`src/rtl/core/cswl_pkg.sv`:
```
`timescale 1ns / 1ps
// ----------------------------------------------------------------------------
// cswl_pkg
// Shared constants and types of the chunk stream valid length block.
// ----------------------------------------------------------------------------
package cswl_pkg;

  localparam int unsigned LengthBitsDef = 32;
  localparam int unsigned HeaderBytes   = 8;
  localparam int unsigned SizeOffset    = 4;
  localparam int unsigned SizeBits      = 32;
  localparam int unsigned RealLenBits   = 32;

  // result of one byte, valid when done is set
  typedef struct packed {
    logic                   done;
    logic [RealLenBits-1:0] real_length;
  } cswl_result_t;

endpackage

```
`src/rtl/core/cswl_if.sv`:
```
`timescale 1ns / 1ps
// ----------------------------------------------------------------------------
// cswl_byte_if / cswl_len_if
// Valid/ready channels for buffer bytes and committed lengths.
// ----------------------------------------------------------------------------
interface cswl_byte_if;
  logic       valid;
  logic       ready;
  logic [7:0] data_byte;
  logic       last_byte;

  modport source (output valid, output data_byte, output last_byte, input ready);
  modport sink   (input valid, input data_byte, input last_byte, output ready);
endinterface

interface cswl_len_if;
  logic        valid;
  logic        ready;
  logic [31:0] real_length;

  modport source (output valid, output real_length, input ready);
  modport sink   (input valid, input real_length, output ready);
endinterface

```
`src/rtl/core/cswl_chunk_tracker.sv`:
```
`timescale 1ns / 1ps
// ----------------------------------------------------------------------------
// cswl_chunk_tracker
// Walks chunk headers and payloads one byte per transfer and keeps the end
// position of the last complete chunk.
// ----------------------------------------------------------------------------
module cswl_chunk_tracker
  import cswl_pkg::*;
#(
  parameter int unsigned LENGTH_BITS = LengthBitsDef
) (
  input  logic         clk_i,
  input  logic         rst_ni,
  input  logic         advance_i,
  input  logic [7:0]   data_byte_i,
  input  logic         last_byte_i,
  output cswl_result_t result_o
);

  localparam int unsigned IdxBits = $clog2(HeaderBytes);

  logic [LENGTH_BITS-1:0] pos_q, pos_d;
  logic [LENGTH_BITS-1:0] commit_q, commit_d;
  logic [IdxBits-1:0]     hidx_q, hidx_d;
  logic [SizeBits-1:0]    size_q, size_d;
  logic [SizeBits-1:0]    left_q, left_d;
  logic                   in_pay_q, in_pay_d;
  logic [SizeBits-1:0]    size_new;
  logic [SizeBits-1:0]    byte_shifted;

  assign byte_shifted = {{(SizeBits-8){1'b0}}, data_byte_i}
                        << {hidx_q[IdxBits-2:0], 3'b000};

  always_comb begin
    pos_d    = (pos_q != {LENGTH_BITS{1'b1}}) ? pos_q + 1'b1 : pos_q;
    commit_d = commit_q;
    hidx_d   = hidx_q;
    size_d   = size_q;
    left_d   = left_q;
    in_pay_d = in_pay_q;
    size_new = size_q;
    if (!in_pay_q) begin
      // upper half of the header carries the little-endian size
      if (hidx_q[IdxBits-1]) begin
        size_new = size_q | byte_shifted;
      end
      size_d = size_new;
      hidx_d = hidx_q + 1'b1;
      if (hidx_q == IdxBits'(HeaderBytes - 1)) begin
        hidx_d = '0;
        size_d = '0;
        if (size_new == '0) begin
          commit_d = pos_d;
        end else begin
          left_d   = size_new;
          in_pay_d = 1'b1;
        end
      end
    end else begin
      left_d = left_q - 1'b1;
      if (left_q == SizeBits'(1)) begin
        in_pay_d = 1'b0;
        commit_d = pos_d;
      end
    end
  end

  always_comb begin
    result_o.done = advance_i & last_byte_i;
    if (LENGTH_BITS >= RealLenBits) begin
      result_o.real_length = commit_d[RealLenBits-1:0];
    end else begin
      result_o.real_length = RealLenBits'(commit_d);
    end
  end

  always_ff @(posedge clk_i or negedge rst_ni) begin
    if (!rst_ni) begin
      pos_q    <= '0;
      commit_q <= '0;
      hidx_q   <= '0;
      size_q   <= '0;
      left_q   <= '0;
      in_pay_q <= 1'b0;
    end else if (advance_i) begin
      if (last_byte_i) begin
        // buffer done, start over for the next one
        pos_q    <= '0;
        commit_q <= '0;
        hidx_q   <= '0;
        size_q   <= '0;
        left_q   <= '0;
        in_pay_q <= 1'b0;
      end else begin
        pos_q    <= pos_d;
        commit_q <= commit_d;
        hidx_q   <= hidx_d;
        size_q   <= size_d;
        left_q   <= left_d;
        in_pay_q <= in_pay_d;
      end
    end
  end

endmodule

```
`src/rtl/core/chunk_stream_valid_length_core.sv`:
```
`timescale 1ns / 1ps
// The length for a buffer appears in the cycle after its last byte transfer.
// Throughput: one byte per cycle while the output register is not full and stalled.
// A byte is taken while a length waits in the output register, unless that
// register is full and stalled.
// Reset (async, active low) clears the tracker and empties the output register.
// ----------------------------------------------------------------------------
// chunk_stream_valid_length_core
// Reports the byte length of a chunked buffer covered by complete chunks.
// ----------------------------------------------------------------------------
module chunk_stream_valid_length_core
  import cswl_pkg::*;
#(
  parameter int unsigned LENGTH_BITS = LengthBitsDef
) (
  input  logic clk_i,
  input  logic rst_ni,
  cswl_byte_if.sink  byte_i,
  cswl_len_if.source length_o
);

  cswl_result_t         result;
  logic                 advance;
  logic                 out_valid_q;
  logic [RealLenBits-1:0] out_len_q;

  assign byte_i.ready = !out_valid_q || length_o.ready;
  assign advance      = byte_i.valid && byte_i.ready;

  cswl_chunk_tracker #(
    .LENGTH_BITS(LENGTH_BITS)
  ) u_tracker (
    .clk_i      (clk_i),
    .rst_ni     (rst_ni),
    .advance_i  (advance),
    .data_byte_i(byte_i.data_byte),
    .last_byte_i(byte_i.last_byte),
    .result_o   (result)
  );

  always_ff @(posedge clk_i or negedge rst_ni) begin
    if (!rst_ni) begin
      out_valid_q <= 1'b0;
    end else if (byte_i.ready) begin
      out_valid_q <= result.done;
    end
  end

  always_ff @(posedge clk_i) begin
    if (result.done && byte_i.ready) begin
      out_len_q <= result.real_length;
    end
  end

  assign length_o.valid       = out_valid_q;
  assign length_o.real_length = out_len_q;

endmodule

```
`src/flat_wrapper.sv`:
```
// flat-port wrapper written by rule: the top's interface ports become plain ports
module chunk_stream_valid_length_core_flat import cswl_pkg::*;
#(
  parameter int unsigned LENGTH_BITS = LengthBitsDef
)
  (clk_i, rst_ni, byte_i_valid, byte_i_data_byte, byte_i_last_byte, byte_i_ready, length_o_valid, length_o_real_length, length_o_ready);
  cswl_byte_if byte_i_i ();
  cswl_len_if length_o_i ();
  input  logic clk_i;
  input  logic rst_ni;
  input wire logic [$bits(byte_i_i.valid)-1:0] byte_i_valid;
  input wire logic [$bits(byte_i_i.data_byte)-1:0] byte_i_data_byte;
  input wire logic [$bits(byte_i_i.last_byte)-1:0] byte_i_last_byte;
  output wire logic [$bits(byte_i_i.ready)-1:0] byte_i_ready;
  output wire logic [$bits(length_o_i.valid)-1:0] length_o_valid;
  output wire logic [$bits(length_o_i.real_length)-1:0] length_o_real_length;
  input wire logic [$bits(length_o_i.ready)-1:0] length_o_ready;
  assign byte_i_i.valid = byte_i_valid;
  assign byte_i_i.data_byte = byte_i_data_byte;
  assign byte_i_i.last_byte = byte_i_last_byte;
  assign byte_i_ready = byte_i_i.ready;
  assign length_o_valid = length_o_i.valid;
  assign length_o_real_length = length_o_i.real_length;
  assign length_o_i.ready = length_o_ready;
  chunk_stream_valid_length_core #(.LENGTH_BITS(LENGTH_BITS)) u_core (.clk_i(clk_i), .rst_ni(rst_ni), .byte_i(byte_i_i), .length_o(length_o_i));
endmodule
```
`config.mk`:
```
export PLATFORM = sky130hd
export DESIGN_NAME = chunk_stream_valid_length_core_flat
export DESIGN_NICKNAME = d
export VERILOG_FILES = /design/src/rtl/core/cswl_pkg.sv /design/src/rtl/core/cswl_if.sv /design/src/rtl/core/cswl_chunk_tracker.sv /design/src/rtl/core/chunk_stream_valid_length_core.sv /design/src/flat_wrapper.sv
export SDC_FILE = /design/constraint.sdc
export NUM_CORES = 1
export LEC_CHECK = 0
export CAP_MARGIN = 10
export CELL_PAD_IN_SITES_DETAIL_PLACEMENT = 0
export CELL_PAD_IN_SITES_GLOBAL_PLACEMENT = 1
export CORE_UTILIZATION = 39
export DETAILED_ROUTE_END_ITERATION = 10
export DONT_BUFFER_PORTS = 1
export PLACE_DENSITY_LB_ADDON = 0.25
export SYNTH_ARGS = -nofsm -noshare
export SYNTH_HDL_FRONTEND = slang
export SYNTH_HIERARCHICAL = 1
export SYNTH_SLANG_ARGS = --single-unit
```
`constraint.sdc`:
```
create_clock -name clk_i -period 3.6 [get_ports clk_i]
set_clock_uncertainty 0.1 [all_clocks]
set_input_delay 0.9 -clock clk_i [delete_from_list [all_inputs] [get_ports clk_i]]
set_output_delay 0.9 -clock clk_i [all_outputs]
set_load 0.02 [all_outputs]
```
## Yosys cells after proc, flatten, opt, wreduce, memory -nomap -nowiden

Cells that the tools add are included.

- Bits in registers: 165
- Input bits: 13
- Word-level logic and storage cells: 51

- $add $sub $neg: 3
- Eq/ne operators: 5
- Shifts and indexed selects: 1
- Muxes and demuxes: 24
- Bitwise logic cells: 2
- Reductions and logical operators: 8

Operators with widths:

| operator | number |
|---|---|
| $mux 32 | 16 |
| $add 32x1->32 const B | 1 |
| $eq 32x1->1 const B | 1 |
| $logic_not 32->1 | 1 |
| $ne 32x32->1 const B | 1 |
| $or 32x32->32 | 1 |
| $shl 8x5->32 | 1 |
| $sub 32x1->32 const B | 1 |
| $mux 3 | 3 |
| $mux 1 | 5 |
| $add 3x1->3 const B | 1 |
| $eq 3x3->1 const B | 1 |
| $ne 3x3->1 const B | 1 |
| $reduce_and 3->1 | 1 |
| $reduce_bool 3->1 | 1 |
| $logic_and 1x1->1 | 2 |
| $ne 2x2->1 const B | 1 |
| $reduce_and 2->1 | 1 |
| $and 1x1->1 | 1 |
| $logic_not 1->1 | 1 |
| $logic_or 1x1->1 | 1 |

## Depth between registers and ports, before layout

Gate-level depths: netlist of run 1.

- Depth after elaboration: 9
- Depth in mapped cells: 10
- Gate-level depth less buffers: 8

## Hierarchy

The synthesis of run 1 kept the hierarchy.

Modules (own cells, without submodules):

| module | instances | cells an instance | area each (sq um) | sequential area each (sq um) |
|---|---|---|---|---|
| cswl_chunk_tracker | 1 | 866 | 7825.0 | 3303.2 |
| chunk_stream_valid_length_core | 1 | 37 | 1018.5 | 985.9 |

## Worst setup path before layout of run 1

Ideal clock, no wire load.

- Path type: input-to-reg
- From: in byte_i_data_byte[6]
- To: reg u_core.u_tracker.left_q[7]
- Setup time: 0.096 ns
- Data arrival time: 2.795 ns
- Slack: 0.609 ns
- Stages on the path: 8
- Cells stage by stage: buf_6 > or2_1 > a221oi_2 > o2111ai_1 > or4_1 > a31o_1 > buf_4 > o32ai_2

- Cells in the longest elaborated chain, start to end: 7

RTL lines:

| what | line | text |
|---|---|---|
| start, declared | flat_wrapper.sv:12 | `input wire logic [$bits(byte_i_i.data_byte)-1:0] byte_i_data_byte;` |
| $shl 8x5->32 | cswl_chunk_tracker.sv:31 | `assign byte_shifted = {{(SizeBits-8){1'b0}}, data_byte_i}` |
| $or 32x32->32 | cswl_chunk_tracker.sv:45 | `size_new = size_q \| byte_shifted;` |
| $mux 32 | cswl_chunk_tracker.sv:44 | `if (hidx_q[IdxBits-1]) begin` |
| $mux 32 | cswl_chunk_tracker.sv:42 | `if (!in_pay_q) begin` |
| $logic_not 32->1 | cswl_chunk_tracker.sv:52 | `if (size_new == '0) begin` |
| $ne 3x3->1 (no source line) | - |  |
| $reduce_and 3->1 (no source line) | - |  |
| end signal, assigned | cswl_chunk_tracker.sv:99 | `left_q <= left_d;` |
| end, declared | cswl_chunk_tracker.sv:26 | `logic [SizeBits-1:0] left_q, left_d;` |

No other way between the ends. The select of a mux whose other input is x is not followed.
A chain may end at the register's enable or synchronous reset.

==> results of run 1 <==
kinds of logic (layout without fill, tap and decap cells):
family	Yosys count	count (layout)	synth area share
xor+xnor	30	30	0.0297
fa+ha+maj	5	5	0.00707
mux	33	33	0.0375
simple gates	251	251	0.146
flops	165	165	0.485
compound gates	297	297	0.236
buf+inv	122	120	0.0584
power by group:
part           switching, mW  internal [mW]
Clock                  0.795           1.05
Sequential            0.0772           1.94
Combinational          0.311          0.165
worst max-delay path, stage by stage, from the launching register on:
cell and delay (ns):
dfrtp_1 0.70, ha_1 0.24, ha_1 0.22, nor2b_1 0.26, inv_1 0.09, a311o_1 0.27
nor4_1 0.44, or2_2 0.24, buf_4 0.31, mux2i_1 0.24
worst paths after layout:
| path | cells after the start | slack, ns | endpoint |
|---|---|---|---|
| min | 0 | 0.06 | u_core/u_tracker/commit_q[21] |
| max in group asynchronous | 0 | 2.90 | u_core/u_tracker/pos_q[27] |
| max reg2reg | 9 | 0.33 | u_core/length_o.real_length[29] |
| min in group clk_i | 2 | 0.41 | u_core/u_tracker/left_q[29] |
| min reg2reg | 2 | 0.41 | u_core/u_tracker/left_q[29] |
| max | 9 | 0.33 | u_core/length_o.real_length[29] |
state kept, by name, summed over array words and instances (netlist names):
name	cells
u_core/u_tracker/in_pay_q	1
u_core/u_tracker/hidx_q	3
u_core/u_tracker/left_q	32
u_core/u_tracker/size_q	32
u_core/u_tracker/pos_q	32
u_core/length_o.real_length	32
u_core/length_o.valid	1
u_core/u_tracker/commit_q	32
area by class of cell:
type                    instances  area [um2]
flip-flops and latches        165        4290
clock inverters                13         150
well taps                     280         350
inverters                      55         206
repair buffers                 33         248
fillers                      2140       12300
multi-input cells             616        4070
clock buffers                  19         443
placed cells by master, fill, tap and decap left out, types with 10 or more instances in the layout:
cell / instances
dfrtp_1: 132
nor2_1: 72
inv_1: 55
a21oi_1: 49
o21ai_0: 49
nand2_1: 45
o22ai_1: 44
buf_4: 33
edfxtp_1: 32
mux2i_1: 32
a31oi_1: 31
a22o_1: 29
nand3_1: 21
xnor2_1: 19
clkbuf_16: 17
nor3_1: 16
nor4_1: 15
o31ai_1: 13
and2_1: 12
xor2_1: 11
or3_1: 10
and3_1: 10
o22ai_2: 10
metal layers:
metal	up-vias	track usage	wire [um]
met5	-	0	0
li1	3337	-	-
met1	3441	0.280	10800
met4	0	0.0755	556
met3	30	0.0381	783
met2	148	0.343	11300
through the flow:
stage	hold WS, ns	utilization	worst slack [ns]	std cells	total power [mW]
global placement	0.396	0.416	0.320	1149	2.53
CTS	0.0360	0.443	0.308	1181	4.39
detailed placement	0.399	0.416	0.281	1149	2.53
global route	0.0275	0.443	0.0641	1181	4.52
floorplan	0.369	-	0.609	903	2.39
finish	0.0593	0.443	0.325	1181	4.35
==> impl_metrics.env, run 1 <==
export IMPL_status="finished, violations left"
export IMPL_violations="design-rule violations"
export IMPL_grt_pass1_vias=6757
export IMPL_fin_crit_sh=0.910
export IMPL_synth_edf_count=32
export IMPL_maxSlewViolCount=0
export IMPL_clk_pin_slew_ns=0.07
export IMPL_fp_dieW_um=153
export IMPL_drv_cap=0
export IMPL_wire_per_inst_um=19.8
export IMPL_seq_area_frac_synth=0.485
export IMPL_p_leak_nw=3.83
export IMPL_post_cts_buffers=0
export IMPL_gp_congestion=0.844
export IMPL_dr_first_iter_drc_count=463
export IMPL_finalSetupViolCount=0
export IMPL_clk_latency_ns=0.43
export IMPL_yosys_area_top_type_share=0.376
export IMPL_drt_vias_per_instance=5.89
export IMPL_worstPathRequired_ns=3.77
export IMPL_ioPinCount=47
export IMPL_cp_end_kind="register"
export IMPL_powerDensity_nw_per_um2=446
export IMPL_antenna_found_initial=0
export IMPL_area_growth_pct=10.3
export IMPL_clock_sinks=165
export IMPL_core_um2=22000
export IMPL_track_usage=0.210
export IMPL_dieArea_um2=23300
export IMPL_initial_core_util=0.401
export IMPL_synth_area_leader_cell="dfrtp_1"
export IMPL_ys_flop_type="dfrtp_1"
export IMPL_hold_viol=0
export IMPL_synthTopCellsByCount="133 x dfrtp_1, 72 x nor2_1, 55 x inv_1, 49 x a21oi_1, 49 x o21ai_0"
export IMPL_fin_area_um2=9750
export IMPL_synth_cell_types=74
export IMPL_rsz0062_at_grt="false"
export IMPL_startpoint="u_core/u_tracker/hidx_q[0]"
export IMPL_critPathKind="register to register"
export IMPL_rows=54
export IMPL_grt_max_degree=134
export IMPL_portBuffers=0
export IMPL_cts_tree="built"
export IMPL_avgSynthCellArea_um2=9.79
export IMPL_crit_arrival_ns=3.45
export IMPL_finalCriticalPeriod_ns=3.27
export IMPL_worstPathMaxFanout=20
export IMPL_finalNetCount=906
export IMPL_drt_total_wl_mm=23.4
export IMPL_cts_resized=0
export IMPL_die_h_um=153
export IMPL_ir_worst_vdd_v=0.000290
export IMPL_routed_via_count=6956
export IMPL_clk_path_buf_depth=2
export IMPL_postPlaceCellArea_um2=9160
export IMPL_clock_tree_root_cell="clkbuf_16"
export IMPL_netlist_top_cells_area="dfrtp_1 38%, edfxtp_1 11%, mux2i_1 3.6%"
export IMPL_synthCells=903
export IMPL_synth_seq_cells=165
export IMPL_grt_pass1_wl_mm=38.4
export IMPL_hp_class="input pin to asynchronous set/reset pin"
export IMPL_reg2reg_from="u_core/u_tracker/hidx_q[0]"
export IMPL_synth_net_count=921
export IMPL_synth_most_common_cell="dfrtp_1"
export IMPL_ant_nets=0
export IMPL_drive_gt1_frac=0.108
export IMPL_cp_start_kind="register"
export IMPL_hpwl_mm=15.9
export IMPL_grt_overflow=0
export IMPL_slew_headroom=0.454
export IMPL_fin_tns_setup_ns=0
export IMPL_diodes=0
export IMPL_tightest_slew_ns=0.819
export IMPL_drt_pass1_iter_count=10
export IMPL_cts_buffers_inserted=17
export IMPL_syn_area_um2=8840
export IMPL_async_flop_share=0.806
export IMPL_drc=5
export IMPL_cts_hold_buffers=0
export IMPL_fmax_mhz=305
export IMPL_htree_levels=4
export IMPL_yosys_warnings=6
No activity file was read; power rests on OpenSTA's default activity.
==> inputs of run 2 (changes only) <==
GPL_TIMING_DRIVEN = 0   (was default)
PLACE_DENSITY = 0.66   (was default)
PLACE_DENSITY_LB_ADDON = default   (was 0.25)
==> run 2 against run 1 <==
  * Clock power fell by 3%
  * Via count is 4.0% higher
  * Register-to-register slack improved by 0.05 ns
  * First-iteration DRC count up 35%
  * Critical path type is now input pin to register
  * Largest power group unchanged
  * Wire length rose by 13%
  * Sequential power hardly changed
  * Highest routed layer unchanged
  * The flow still finishes with violations (design-rule violations)
  * Design area up 0.31%
  * Non-clock buffer count is 34 higher
==> impl_metrics.env, run 2 (synthesis gave the netlist of run 1 again) <==
export IMPL_holdWs_ns=0.0588
export IMPL_startpoint="byte_i_data_byte[4]"
export IMPL_powerDensity_nw_per_um2=444
export IMPL_final_common_cell="dfrtp_1"
export IMPL_clock_sinks=165
export IMPL_hpwl_mm=18.2
export IMPL_cp_end_kind="register"
export IMPL_fp_dieW_um=153
export IMPL_reg2reg_from="u_core/u_tracker/hidx_q[2]"
export IMPL_routed_via_count=7231
export IMPL_htree_levels=4
export IMPL_cts_buffers_inserted=17
export IMPL_cts_hold_buffers=0
export IMPL_layout_common_cells="133 x dfrtp_1, 72 x nor2_1, 55 x inv_1, 49 x o21ai_0, 48 x a21oi_1"
export IMPL_critPathKind="input pin to register"
export IMPL_status="finished, violations left"
export IMPL_diodes=0
export IMPL_stdcell_count=1215
export IMPL_hold_viol=0
export IMPL_portBuffers=0
export IMPL_total_power_mw=4.34
export IMPL_clk_path_buf_depth=2
export IMPL_rows=54
export IMPL_cts_resized=0
export IMPL_hp_class="input pin to asynchronous set/reset pin"
export IMPL_postPlaceCellArea_um2=9200
export IMPL_drt_vias_per_instance=5.95
export IMPL_antenna_found_initial=0
export IMPL_die_h_um=153
export IMPL_dp_cells=1183
export IMPL_fin_tns_setup_ns=0
export IMPL_drv_cap=0
export IMPL_fmax_mhz=304
export IMPL_ant_nets=0
export IMPL_drc=3
export IMPL_cts_tree="built"
export IMPL_finalNetCount=940
export IMPL_drt_pass1_iter_count=10
export IMPL_finalCriticalPeriod_ns=3.29
export IMPL_fin_area_um2=9780
export IMPL_fin_crit_sh=0.914
export IMPL_wire_per_inst_um=21.7
export IMPL_worstPathRequired_ns=3.78
export IMPL_ioPinCount=47
export IMPL_core_um2=22000
export IMPL_drive_gt1_frac=0.0866
export IMPL_track_usage=0.234
export IMPL_violations="design-rule violations"
export IMPL_p_leak_nw=3.82
export IMPL_rsz0062_at_grt="false"
export IMPL_clk_pin_slew_ns=0.07
export IMPL_grt_pass1_wl_mm=41.9
export IMPL_area_growth_pct=10.6
export IMPL_gp_congestion=0.909
export IMPL_dr_first_iter_drc_count=623
export IMPL_initial_core_util=0.401
export IMPL_grt_max_degree=134
export IMPL_drt_total_wl_mm=26.4
export IMPL_dp_worst_setup_slack_ns=-0.0833
export IMPL_cp_start_kind="input pin"
export IMPL_grt_overflow=0
export IMPL_post_cts_buffers=0
export IMPL_finalSetupViolCount=0
export IMPL_clk_latency_ns=0.43
export IMPL_slew_headroom=0.247
export IMPL_maxSlewViolCount=0
export IMPL_worstPathMaxFanout=10
export IMPL_ir_worst_vdd_v=0.000288
export IMPL_post_route_worst_setup_slack_ns=0.311
export IMPL_fin_util=0.444
export IMPL_clock_tree_root_cell="clkbuf_16"
export IMPL_tightest_slew_ns=1.12
export IMPL_crit_arrival_ns=3.46
export IMPL_dieArea_um2=23300
export IMPL_grt_pass1_vias=7141
-- run 2: cell types whose count changed in the layout (fill, tap and decap cells not counted), moves of 3 or more --
cell      change
buf_2        +11
buf_1         +4
buf_4        -29
buf_6         +4
inv_8         +3
clkbuf_1     +43
-- run 2: final timing paths --
kind	slack, ns	cells past startpoint	end
setup / recovery	0.31	7	u_core/u_tracker/commit_q[15]
setup reg to reg	0.38	7	u_core/u_tracker/commit_q[15]
hold reg to reg	0.41	2	u_core/u_tracker/left_q[29]
max in group asynchronous	3.10	0	u_core/u_tracker/left_q[31]
min in group clk_i	0.41	2	u_core/u_tracker/left_q[29]
hold / removal	0.06	0	u_core/u_tracker/commit_q[21]
-- run 2: layer usage --
layer / part of all wire / track usage / routed length, um / vias to the layer above
met5: 0 / 0 / 0 / -
met2: 0.48 / 0.385 / 12700 / 235
met4: 0.026 / 0.0823 / 690 / 0
met3: 0.036 / 0.0367 / 954 / 38
met1: 0.45 / 0.311 / 12000 / 3548
li1: - / - / - / 3410
-- run 2: final cells by class --
cell class,count,area [um2]
fillers,2160,12200
flip-flops and latches,165,4290
multi-input cells,616,4050
clock buffers,18,439
well taps,280,350
plain buffers,67,310
inverters,55,206
clock inverters,14,140
-- run 2: worst max-delay path, cell delays in order --
cell       delay, ns
buf_1           0.24
a31oi_1         0.42
o2111ai_1       0.31
or3_1           0.38
o31ai_1         0.68
buf_2           0.39
o22ai_1         0.13
-- run 2: power breakdown --
group	internal (mW)	switching (mW)
clock network	0.938	0.864
logic	0.157	0.376
registers	1.94	0.0588
total	3.04	1.30
